$ cat config.mk
export PLATFORM = sky130hd
export DESIGN_NAME = flash_erase_range_planner_flat
export DESIGN_NICKNAME = d
export VERILOG_FILES = /design/src/rtl/fer_pkg.sv /design/src/rtl/fer_req_if.sv /design/src/rtl/fer_rsp_if.sv /design/src/rtl/flash_erase_range_planner.sv /design/src/flat_wrapper.sv
export VERILOG_INCLUDE_DIRS = /design/src /design/src/rtl
export SDC_FILE = /design/constraint.sdc
export NUM_CORES = 1
export LEC_CHECK = 0
export ABC_AREA = 1
export BUFFER_PORTS_ARGS = -buffer_cell sky130_fd_sc_hd__buf_2
export CAP_MARGIN = 40
export CORE_MARGIN = 5
export CORE_UTILIZATION = 45
export CTS_CLUSTER_SIZE = 28
export DETAILED_ROUTE_END_ITERATION = 8
export HOLD_SLACK_MARGIN = 0.1
export PLACE_DENSITY = 0.63
export REMOVE_ABC_BUFFERS = 1
export SLEW_MARGIN = 20
export SYNTH_ARGS = -nofsm -noshare
export SYNTH_HDL_FRONTEND = slang
export SYNTH_SLANG_ARGS = --single-unit
$ cat constraint.sdc
create_clock -name clk -period 6.8 [get_ports clk]
set_input_delay 0.68 -clock clk [delete_from_list [all_inputs] [get_ports clk]]
set_output_delay 0.68 -clock clk [all_outputs]
set_load 0.03 [all_outputs]
$ cat src/rtl/assert_macros.svh
// ----------------------------------------------------------------------------
// Assertion macros
// Shared concurrent assertion forms, clocked on clk and disabled during rst.
// ----------------------------------------------------------------------------
`ifndef ASSERT_MACROS_SVH
`define ASSERT_MACROS_SVH

// A property that must hold at every clock edge outside reset.
`define ASSERT_ALWAYS(lbl, prop, msg) \
  lbl: assert property (@(posedge clk) disable iff (rst) (prop)) else $error(msg);

// A condition that implies a consequence in the same cycle.
`define ASSERT_IMPLIES(lbl, ante, cons, msg) \
  lbl: assert property (@(posedge clk) disable iff (rst) (ante) |-> (cons)) else $error(msg);

`endif

$ cat src/rtl/fer_pkg.sv
// ----------------------------------------------------------------------------
// Flash erase range planner package
// Widths, erase sizes, command codes and channel payload types.
// ----------------------------------------------------------------------------
`default_nettype none

package fer_pkg;

  // Address and length widths; the length carries one extra bit for rounding.
  localparam int AddrW     = 24;
  localparam int LenBits   = AddrW + 1;
  localparam int BlockBits = 12;

  // Page granularity used to round the request.
  localparam int PageSize  = 4096;
  localparam int PageBits  = $clog2(PageSize);

  // Erase unit sizes, as shifts and byte counts.
  localparam int Shift64K  = 16;
  localparam int Shift32K  = 15;
  localparam int Shift4K   = 12;
  localparam int Size64K   = 1 << Shift64K;
  localparam int Size32K   = 1 << Shift32K;
  localparam int Size4K    = 1 << Shift4K;

  typedef enum logic [1:0] {
    CMD_NONE   = 2'd0,
    CMD_SECTOR = 2'd1,
    CMD_B32    = 2'd2,
    CMD_B64    = 2'd3
  } cmd_t;

  typedef enum logic {
    KIND_START = 1'b0,
    KIND_DONE  = 1'b1
  } kind_t;

  typedef struct packed {
    kind_t             kind;
    logic [AddrW-1:0]  start_address;
    logic [AddrW-1:0]  byte_count;
    logic              erase_ok;
  } req_t;

  typedef struct packed {
    cmd_t                  command;
    logic [BlockBits-1:0]  block_number;
    logic                  last;
    logic                  report_fail;
    logic [AddrW-1:0]      failed_address;
  } rsp_t;

endpackage

`default_nettype wire

$ cat src/rtl/fer_req_if.sv
// ----------------------------------------------------------------------------
// Request channel
// Valid/ready channel carrying erase start and erase done items.
// ----------------------------------------------------------------------------
`default_nettype none

interface fer_req_if;
  logic          valid;
  logic          ready;
  fer_pkg::req_t data;

  modport source (output valid, output data, input ready);
  modport sink   (input valid, input data, output ready);
endinterface

`default_nettype wire

$ cat src/rtl/fer_rsp_if.sv
// ----------------------------------------------------------------------------
// Response channel
// Valid/ready channel carrying one response per request item: an erase command or none.
// ----------------------------------------------------------------------------
`default_nettype none

interface fer_rsp_if;
  logic          valid;
  logic          ready;
  fer_pkg::rsp_t data;

  modport source (output valid, output data, input ready);
  modport sink   (input valid, input data, output ready);
endinterface

`default_nettype wire

$ cat src/rtl/flash_erase_range_planner.sv
// Timing: a request item is captured in the input register and its response in the
// response register, which drives rsp.
// Throughput: one item per cycle while rsp is ready; the input register and the response register
// form a two-stage pipeline, and the state update sits in the single step between them.
// Reset (rst, synchronous, active high) empties both stages and leaves the
// planner idle with no range in progress.
// ----------------------------------------------------------------------------
// Flash erase range planner
// Rounds an erase request to whole pages and issues 64K, 32K or 4K erase
// commands greedily, one per request item, reporting failed erases.
// ----------------------------------------------------------------------------
`default_nettype none

`include "assert_macros.svh"

module flash_erase_range_planner (
  input  logic       clk,
  input  logic       rst,
  fer_req_if.sink    req,
  fer_rsp_if.source  rsp
);

  // Input stage registers.
  logic                              in_valid;
  fer_pkg::kind_t                    in_kind;
  logic [fer_pkg::AddrW-1:0]         in_addr;
  logic [fer_pkg::LenBits-1:0]       in_len;
  logic                              in_ok;

  // Planner state.
  logic [fer_pkg::AddrW-1:0]         next_address, next_address_next;
  logic [fer_pkg::LenBits-1:0]       remaining_bytes, remaining_bytes_next;
  logic [fer_pkg::AddrW-1:0]         issued_address, issued_address_next;
  logic                              active, active_next;

  // Response register.
  logic                              out_valid;
  fer_pkg::rsp_t                     out_data, out_data_next;

  logic                              in_fire;
  logic                              step;

  logic [fer_pkg::PageBits-1:0]      cut;
  logic [fer_pkg::LenBits-1:0]       len_sum;
  logic [fer_pkg::LenBits-1:0]       cap_len;
  logic [fer_pkg::AddrW-1:0]         cap_addr;

  logic                              is_start;
  logic [fer_pkg::AddrW-1:0]         cur_addr;
  logic [fer_pkg::LenBits-1:0]       cur_rem;
  logic                              issue;
  logic                              sel64;
  logic                              sel32;
  fer_pkg::cmd_t                     cmd;
  logic [fer_pkg::LenBits-1:0]       size;
  logic [fer_pkg::BlockBits-1:0]     block;
  logic [fer_pkg::LenBits:0]         diff;
  logic [fer_pkg::LenBits-1:0]       rem_new;
  logic [fer_pkg::AddrW-1:0]         addr_new;

  // Handshake: the input stage moves on whenever the response register is free.
  assign step      = in_valid && (!out_valid || rsp.ready);
  assign req.ready = !in_valid || step;
  assign in_fire   = req.valid && req.ready;
  assign rsp.valid = out_valid;
  assign rsp.data  = out_data;

  // Page rounding of an incoming start request, ahead of the input register.
  assign cut      = req.data.start_address[fer_pkg::PageBits-1:0];
  assign len_sum  = fer_pkg::LenBits'(req.data.byte_count)
                  + fer_pkg::LenBits'(cut)
                  + fer_pkg::LenBits'(fer_pkg::PageSize - 1);
  assign cap_len  = {len_sum[fer_pkg::LenBits-1:fer_pkg::PageBits],
                     {fer_pkg::PageBits{1'b0}}};
  assign cap_addr = {req.data.start_address[fer_pkg::AddrW-1:fer_pkg::PageBits],
                     {fer_pkg::PageBits{1'b0}}};

  // Operands: a start item brings its own range, a done item continues the state.
  assign is_start = (in_kind == fer_pkg::KIND_START);
  assign cur_addr = is_start ? in_addr : next_address;
  assign cur_rem  = is_start ? in_len  : remaining_bytes;
  assign issue    = (is_start || active) && (cur_rem != '0);

  // Greedy choice of erase size by alignment and the length remaining.
  assign sel64 = (cur_addr[fer_pkg::Shift64K-1:0] == '0) &&
                 (cur_rem[fer_pkg::LenBits-1:fer_pkg::Shift64K] != '0);
  assign sel32 = (cur_addr[fer_pkg::Shift32K-1:0] == '0) &&
                 (cur_rem[fer_pkg::LenBits-1:fer_pkg::Shift32K] != '0);

  always_comb begin
    priority if (sel64) begin
      cmd   = fer_pkg::CMD_B64;
      size  = fer_pkg::LenBits'(fer_pkg::Size64K);
      block = fer_pkg::BlockBits'(cur_addr >> fer_pkg::Shift64K);
    end else if (sel32) begin
      cmd   = fer_pkg::CMD_B32;
      size  = fer_pkg::LenBits'(fer_pkg::Size32K);
      block = fer_pkg::BlockBits'(cur_addr >> fer_pkg::Shift32K);
    end else begin
      cmd   = fer_pkg::CMD_SECTOR;
      size  = fer_pkg::LenBits'(fer_pkg::Size4K);
      block = fer_pkg::BlockBits'(cur_addr >> fer_pkg::Shift4K);
    end
  end

  // Remaining length saturates at zero; the address wraps at the top.
  assign diff     = {1'b0, cur_rem} - {1'b0, size};
  assign rem_new  = diff[fer_pkg::LenBits] ? '0 : diff[fer_pkg::LenBits-1:0];
  assign addr_new = cur_addr + fer_pkg::AddrW'(size);

  // State update and response for the item in the input stage.
  always_comb begin
    next_address_next    = next_address;
    remaining_bytes_next = remaining_bytes;
    issued_address_next  = issued_address;
    active_next          = active;

    out_data_next.command        = fer_pkg::CMD_NONE;
    out_data_next.block_number   = '0;
    out_data_next.last           = 1'b1;
    out_data_next.report_fail    = 1'b0;
    out_data_next.failed_address = '0;

    if (is_start) begin
      next_address_next    = in_addr;
      remaining_bytes_next = in_len;
      active_next          = 1'b0;
    end else if (active) begin
      out_data_next.report_fail    = !in_ok;
      out_data_next.failed_address = in_ok ? '0 : issued_address;
      active_next                  = 1'b0;
    end

    if (issue) begin
      issued_address_next        = cur_addr;
      remaining_bytes_next       = rem_new;
      next_address_next          = addr_new;
      active_next                = 1'b1;
      out_data_next.command      = cmd;
      out_data_next.block_number = block;
      out_data_next.last         = (rem_new == '0);
    end
  end

  // Pipeline registers and planner state.
  always_ff @(posedge clk) begin
    if (rst) begin
      in_valid        <= 1'b0;
      out_valid       <= 1'b0;
      active          <= 1'b0;
      next_address    <= '0;
      remaining_bytes <= '0;
      issued_address  <= '0;
    end else begin
      if (in_fire) begin
        in_valid <= 1'b1;
      end else if (step) begin
        in_valid <= 1'b0;
      end
      if (step) begin
        out_valid       <= 1'b1;
        next_address    <= next_address_next;
        remaining_bytes <= remaining_bytes_next;
        issued_address  <= issued_address_next;
        active          <= active_next;
      end else if (rsp.ready) begin
        out_valid <= 1'b0;
      end
    end
    if (in_fire) begin
      in_kind <= req.data.kind;
      in_addr <= cap_addr;
      in_len  <= cap_len;
      in_ok   <= req.data.erase_ok;
    end
    if (step) begin
      out_data <= out_data_next;
    end
  end

  // A finished range always answers with a zero block and the last flag.
  `ASSERT_IMPLIES(a_none_is_last, out_valid && (out_data.command == fer_pkg::CMD_NONE),
                  out_data.last && (out_data.block_number == '0), "none command not final")

  // The failed address is only carried alongside a failure report.
  `ASSERT_IMPLIES(a_fail_addr_clean, out_valid && !out_data.report_fail,
                  out_data.failed_address == '0, "failed address without failure")

  // Addresses and lengths stay whole pages throughout a range.
  `ASSERT_ALWAYS(a_page_aligned,
                 (remaining_bytes[fer_pkg::PageBits-1:0] == '0) &&
                 (next_address[fer_pkg::PageBits-1:0] == '0) &&
                 (issued_address[fer_pkg::PageBits-1:0] == '0), "state not page aligned")

  // A done item arriving with nothing outstanding leaves the planner idle.
  `ASSERT_IMPLIES(a_idle_done, step && !is_start && !active,
                  !active_next && (out_data_next.command == fer_pkg::CMD_NONE),
                  "done item while idle issued a command")

endmodule

`default_nettype wire
$ cat src/flat_wrapper.sv
// flat-port wrapper written by rule: the top's interface ports become plain ports
module flash_erase_range_planner_flat 
  (clk, rst, req_valid, req_data, req_ready, rsp_valid, rsp_data, rsp_ready);
  fer_req_if req_i ();
  fer_rsp_if rsp_i ();
  input  logic clk;
  input  logic rst;
  input wire logic [$bits(req_i.valid)-1:0] req_valid;
  input wire logic [$bits(req_i.data)-1:0] req_data;
  output wire logic [$bits(req_i.ready)-1:0] req_ready;
  output wire logic [$bits(rsp_i.valid)-1:0] rsp_valid;
  output wire logic [$bits(rsp_i.data)-1:0] rsp_data;
  input wire logic [$bits(rsp_i.ready)-1:0] rsp_ready;
  assign req_i.valid = req_valid;
  assign req_i.data = req_data;
  assign req_ready = req_i.ready;
  assign rsp_valid = rsp_i.valid;
  assign rsp_data = rsp_i.data;
  assign rsp_i.ready = rsp_ready;
  flash_erase_range_planner u_core (.clk(clk), .rst(rst), .req(req_i), .rsp(rsp_i));
endmodule
Word level (Yosys, flattened, before mapping)
Cells that the tools add are included.
{ "word_totals": {"register_bits": 143, "latchBits": 0, "ramBits": 0, "mem_bits_ro": 0, "in_bits": 54, "n_memories": 0} }
{ "op_classes": {"n_addsub": 4, "n_mul": 0, "n_div": 0, "order_cmp": 0, "n_eq_ne": 0, "n_shift": 0, "mux": 16, "bitwise": 3, "n_reduce_logical": 24} }
{ "op_table": {"columns": ["op", "n"], "rows": [
  ["25-bit two-way mux", 3],
  ["24-bit two-way mux", 2],
  ["25-bit by 25-bit subtractor with 26-bit output", 1],
  ["24-bit by 12-bit adder with 25-bit output", 1],
  ["25-bit by 12-bit adder with 25-bit output (second input constant)", 1],
  ["25-bit zero test", 1],
  ["25-bit nonzero test", 1],
  ["24-bit by 17-bit adder with 24-bit output", 1],
  ["17-bit two-way mux", 1],
  ["16-bit zero test", 1],
  ["16-bit two-way mux", 1],
  ["15-bit zero test", 1],
  ["10-bit nonzero test", 1],
  ["9-bit two-way mux", 1],
  ["9-bit nonzero test", 1],
  ["8-bit two-way mux", 1],
  ["3-bit OR reduction", 2],
  ["1-bit logical AND", 5],
  ["1-bit two-way mux", 5],
  ["2-bit two-way mux", 2],
  ["2-bit AND reduction", 2],
  ["2-bit nonzero test", 2],
  ["1-bit zero test", 3],
  ["1-bit logical OR", 3],
  ["2 further kinds", 4]
]} }

Longest topological paths before layout
{ "logic_depth": {"ltp_word": 8, "ltp_mapped": 26, "depth_no_buf": 24} }

Least setup slack after synthesis
Ideal clock, no wire load.
{ "synth_path": {"kind": "register to register", "startpoint": "reg u_core.in_kind", "endpoint": "reg u_core.out_data (netlist bit u_core.rsp.data[25]) (data pin)", "setup_time_ns": 0.253, "arrival_ns": 2.828, "required_time_ns": 6.547, "slack_ns": 3.719, "path_stages_with_launch": 25, "path_buffers": 5, "synth_period_minus_slack_ns": 3.081, "path_cell_list": "edfxtp_1 -> buf_6 -> buf_6 -> buf_6 -> nand2_1 -> nand4_1 -> or2_4 -> nor2_2 -> nand2_2 -> buf_6 -> nor2_2 -> inv_1 -> ha_1 -> nand2_1 -> inv_1 -> nand3_1 -> nor2_1 -> nor2_1 -> nand2_2 -> buf_6 -> nand3_1 -> nand2_1 -> inv_1 -> nand3_1 -> nand2_1"} }
{ "synth_between": {"elab_chain_cells": 8} }
{ "synth_rtl": {"columns": ["item", "line", "source"], "rows": [
  ["start: declaration", "flash_erase_range_planner.sv:25", "fer_pkg::kind_t in_kind;"],
  ["start signal: assignment", "flash_erase_range_planner.sv:171", "in_kind <= req.data.kind;"],
  ["24-bit two-way mux or 25-bit two-way mux (tied branches)", "flash_erase_range_planner.sv:80, flash_erase_range_planner.sv:81", null],
  ["15-bit zero test or 10-bit nonzero test (tied branches)", "flash_erase_range_planner.sv:87, flash_erase_range_planner.sv:88", null],
  ["1-bit logical AND", "flash_erase_range_planner.sv:87", "assign sel32 = (cur_addr[fer_pkg::Shift32K-1:0] == '0) &&"],
  ["16-bit two-way mux", "flash_erase_range_planner.sv:95", "end else if (sel32) begin"],
  ["17-bit two-way mux", "flash_erase_range_planner.sv:91", "priority if (sel64) begin"],
  ["25-bit by 25-bit subtractor with 26-bit output", "flash_erase_range_planner.sv:107", "assign diff = {1'b0, cur_rem} - {1'b0, size};"],
  ["25-bit two-way mux", "flash_erase_range_planner.sv:108", "assign rem_new = diff[fer_pkg::LenBits] ? '0 : diff[fer_pkg::LenBits-1:0];"],
  ["25-bit zero test", "flash_erase_range_planner.sv:141", "out_data_next.last = (rem_new == '0);"],
  ["end signal: assignment", "flash_erase_range_planner.sv:177", "out_data <= out_data_next;"],
  ["end: declaration", "flash_erase_range_planner.sv:38", "fer_pkg::rsp_t out_data, out_data_next;"]
]} }
Several ways; a longest one is shown, not always the timed one.
A chain may end at the register's enable or synchronous reset.

Final worst setup path
{ "layout_path": {"startpoint": "reg u_core.in_kind", "endpoint": "reg u_core.remaining_bytes[11] (netlist name)"} }
{ "layout_between": {"elab_chain_cells": 8} }
{ "layout_rtl": {"columns": ["item", "line", "source"], "rows": [
  ["24-bit two-way mux or 25-bit two-way mux (tied branches)", "flash_erase_range_planner.sv:80, flash_erase_range_planner.sv:81", null],
  ["15-bit zero test or 10-bit nonzero test (tied branches)", "flash_erase_range_planner.sv:87, flash_erase_range_planner.sv:88", null],
  ["1-bit logical AND", "flash_erase_range_planner.sv:87", null],
  ["16-bit two-way mux", "flash_erase_range_planner.sv:95", null],
  ["17-bit two-way mux", "flash_erase_range_planner.sv:91", null],
  ["25-bit by 25-bit subtractor with 26-bit output", "flash_erase_range_planner.sv:107", null],
  ["25-bit two-way mux", "flash_erase_range_planner.sv:108", null],
  ["25-bit two-way mux (*)", "flash_erase_range_planner.sv:134", "if (issue) begin"],
  ["end signal: assignment", "flash_erase_range_planner.sv:163", "remaining_bytes <= remaining_bytes_next;"],
  ["end: declaration", "flash_erase_range_planner.sv:32", "logic [fer_pkg::LenBits-1:0] remaining_bytes, remaining_bytes_next;"]
]} }
Every way passes the cells marked *; elsewhere a longest branch is shown, timed or not.

==> summary.txt <==
Timing
  – Final hold violation count: 0
  – Max_slew headroom: 0.468
  – F_max: 0.228 GHz
  – Period utilisation layout: 0.644
  – RSZ-0062 raised after global routing: false
  – Minimum clock period: 4.38 ns
  – Final setup viols: 0
  – Final setup TNS: 0 ns
  – Slew Viols, Final: 0
  – Setup Skew: 0.00918 ns
  – Final hold slack: 0.427 ns
  – Worst-Margin Slew: 0.793 ns

CTS
  – Cts hold-fix bufs: 0
  – CTS clock-pin slew for the worst setup and hold paths: 0.06 ns
  – CTS Buf Count: 17
  – Post-CTS setup buffer count: 0
  – CTS Sinks: 143
  – CTS tree: yes
  – CTS Buffer Depth: 2
  – Post-CTS sizing: 0
  – H-Tree Depth: 4
  – Root buffer cell: clkbuf_16
  – Clk Latency, worst-skew pair: 0.43 ns

Power and ir drop
  – Leakage: 4.37 nW
  – Worst VDD drop: 167 uV
  – Clock group share of total power: 0.408
  – Power Density: 252 nW/um^2
  – Total internal power: 0.00163 W
  – Sequential power share: 0.416
  – Sw Pwr: 0.000680 W
  – Switching Share: 0.294
  – Comb pwr share: 0.175

Critical path
  – FF-to-FF End: u_core.remaining_bytes[11]$_SDFFE_PP0P_
  – WS Path Type: reg2reg
  – Critical Path RT: 7.08 ns
  – R2r setup slk: 2.42 ns
  – R2R depth: 21
  – Crit end category: flop
  – CP startpoint kind: flop
  – Crit path DAT: 4.66 ns
  – CP max FO: 61
  – Worst r2r src: u_core.in_kind$_DFFE_PP_

Final layout
  – Layout Nets: 1241
  – Final Cell Area: 9170 um^2
  – Ant. Diodes: 0
  – Final core occ: 0.516
  – Final std cells w/o fill: 1399
  – Fraction of layout cells with a size suffix above 1: 0.155
  – Area Overhead vs Synth: 14.0%

Floorplanning
  – Die Wd: 144 um
  – IO Count: 96
  – Starting Density: 0.453
  – Core region area: 17800 um^2
  – # rows: 49
  – Die ar.: 20700 um^2
  – Die Y: 144 um

GRT
  – First-pass GRT wire length: 29600 um
  – Initial antenna violation count: 0
  – Met3 Track Usage GR: 0.0386
  – GRT met1 Usage: 0.230
  – Largest net degree at the start of global routing: 62
  – Vias in the first global route: 6257
  – Met2 GRT Util: 0.297
  – Remaining Overflow, GRT: 0
  – GRT Util Overall: 0.179
  – Busiest grt layer: met2

Synth
  – Cell area after synthesis: 8050 um^2
  – FF+latch count, synth: 143
  – Simple-gate portion of the synthesized area: 0.275
  – Area share of xor/xnor cells in the synthesized design: 0.00980
  – Mux share of post-synthesis cell area: 0
  – Sequential element share of the synthesized area: 0.439
  – Netlist cell types: 41
  – Largest family of logic cells by synthesized area: simple AND/OR/NAND/NOR gates
  – Synth Warn #: 0
  – Synth Instances: 1078
  – Syn Area/Cell: 7.46 um^2
  – Post-synthesis compound-gate area fraction: 0.110
  – Adder-Cell Fraction of Synth Area: 0.0466

Routing
  – Vias per cell: 4.86
  – DRT iter0 DRCs: 458
  – Initial DRT Pass Iterations: 6
  – Via count: 6801
  – Final wirelength: 17800 um
  – Post-route DRC: 0
  – WL/cell: 12.7 um
  – Post-route ant nets: 0

Worst hold path
  – Hold crit path type: in2reg
  – Worst hold endpoint: u_core.in_addr[21]$_DFFE_PP_
  – Hold Crit Start: req_data[46]
  – Hold depth: 1

Placed design
  – Dpl hpwl: 12800 um
  – Placed Cells incl. Taps: 1367
  – Final GP Congestion: 0.900
  – Placed Area: 8570 um^2
  – # port buffers: 95

Job
  – # Max-Cap Violations: 0

Status
  – Outcome: complete, no violations
-- cells in the mapped netlist, drive strengths merged --
library cell  number  area share
buf               28       0.029
nor3               6      0.0037
xor2               6      0.0065
nor2             106       0.054
nand3             90       0.058
a21o               1     0.00093
nor4               4      0.0031
clkbuf            13      0.0061
nand3b             2      0.0019
nand2            293        0.14
inv              179       0.084
ha                30       0.047
dfxtp             76        0.19
clkinv             1     0.00062
or2                3      0.0026
o21a               1     0.00093
edfxtp            67        0.25
a211oi             1      0.0016
o21ai             67       0.047
a31oi              6      0.0047
a21oi             79       0.051
nand4             12      0.0093
o22ai              2      0.0016
xnor2              3      0.0033
o211ai             2      0.0019
-- power by group through the flow --
stage	registers [W]	logic (W)	clock network [W]
after detailed placement	0.000980	0.000405	0
after global routing	0.000965	0.000463	0.00101
after floorplan	0.00100	0.000270	0
final	0.000961	0.000405	0.000944
after global placement	0.000979	0.000406	0
after CTS	0.000962	0.000407	0.000963
-- critical path: stages (launching register included) --
cell and delay, ns:
edfxtp_1 0.32, buf_4 0.51, inv_4 0.31, nand2_1 0.14, o21ai_1 0.11, inv_1 0.15
nand3_2 0.11, nor2_4 0.15, inv_1 0.15, nand2_4 0.16, clkinv_2 0.11, nor2_2 0.14
inv_1 0.06, ha_1 0.32, nand2_1 0.10, inv_1 0.05, nand2_1 0.06, nand2_1 0.04
nor2_1 0.17, nand2_2 0.23, o21ai_1 0.70, nor2_1 0.09
-- sequential cells by signal, indices dropped and copies added (netlist names) --
name and count:
u_core.in_valid 1, u_core.next_address 24, u_core.remaining_bytes 25, u_core.in_ok 1, u_core.in_addr 12, u_core.active 1
u_core.in_len 13, u_core.rsp.valid 1, u_core.rsp.data 40, u_core.issued_address 24, u_core.in_kind 1
-- worst max path at each step --
stage / to / slack, ns / startpoint
after CTS: u_core.remaining_bytes[11]$_SDFFE_PP0P_ / 2.37 / u_core.in_kind$_DFFE_PP_
after global placement: u_core.remaining_bytes[6]$_SDFFE_PP0P_ / 2.54 / u_core.in_kind$_DFFE_PP_
after detailed placement: u_core.remaining_bytes[11]$_SDFFE_PP0P_ / 2.39 / u_core.in_kind$_DFFE_PP_
after global routing: u_core.remaining_bytes[1]$_SDFFE_PP0P_ / 1.87 / u_core.in_kind$_DFFE_PP_
final: u_core.remaining_bytes[11]$_SDFFE_PP0P_ / 2.42 / u_core.in_kind$_DFFE_PP_
after floorplan: u_core.remaining_bytes[0]$_SDFFE_PP0P_ / 2.54 / u_core.in_kind$_DFFE_PP_
-- layout make-up --
class	count	area (um^2)
Sequential cell	143	3530
Multi-Input combinational cell	714	3550
Timing Repair Buffer	101	520
Clock buffer	18	429
Clock inverter	14	168
Tap cell	229	287
Inverter	180	679
Fill cell	1771	8610
-- cells in the final DEF, fill, tap and decap left out, types with 3 or more instances in the layout --
cell	instances
a21oi_1	76
a31oi_1	6
buf_2	95
buf_4	6
clkbuf_16	17
dfxtp_1	76
edfxtp_1	67
ha_1	30
inv_1	174
inv_2	4
inv_6	7
nand2_1	279
nand2_2	12
nand3_1	87
nand3_2	3
nand4_1	12
nor2_1	97
nor2_2	6
nor2_4	3
nor3_1	6
nor4_1	4
o21ai_0	47
o21ai_1	10
o21ai_2	9
xnor2_1	3
xor2_1	6
-- cells by family (layout without fill, tap and decap cells) --
logic type,count (synthesis),in the layout
compound gates,159,159
xor+xnor,9,9
fa+ha+maj,30,30
buf+inv,221,313
flops,143,143
simple gates,516,516
-- layer usage --
| metal | routed length (um) | vias to the layer above | part of all wire |
|---|---|---|---|
| li1 | - | 3611 | - |
| met1 | 8070 | 2986 | 0.45 |
| met2 | 8420 | 175 | 0.47 |
| met3 | 904 | 29 | 0.051 |
| met4 | 367 | 0 | 0.021 |
| met5 | 0 | - | 0 |
-- stage by stage --
| stage | power, W | worst slack, ns |
|---|---|---|
| final | 0.00231 | 2.42 |
| after global routing | 0.00244 | 1.87 |
| after CTS | 0.00233 | 2.37 |
| after detailed placement | 0.00138 | 2.39 |
| after global placement | 0.00139 | 2.54 |
| after floorplan | 0.00127 | 2.54 |
Power figures use the tool's default switching activity.
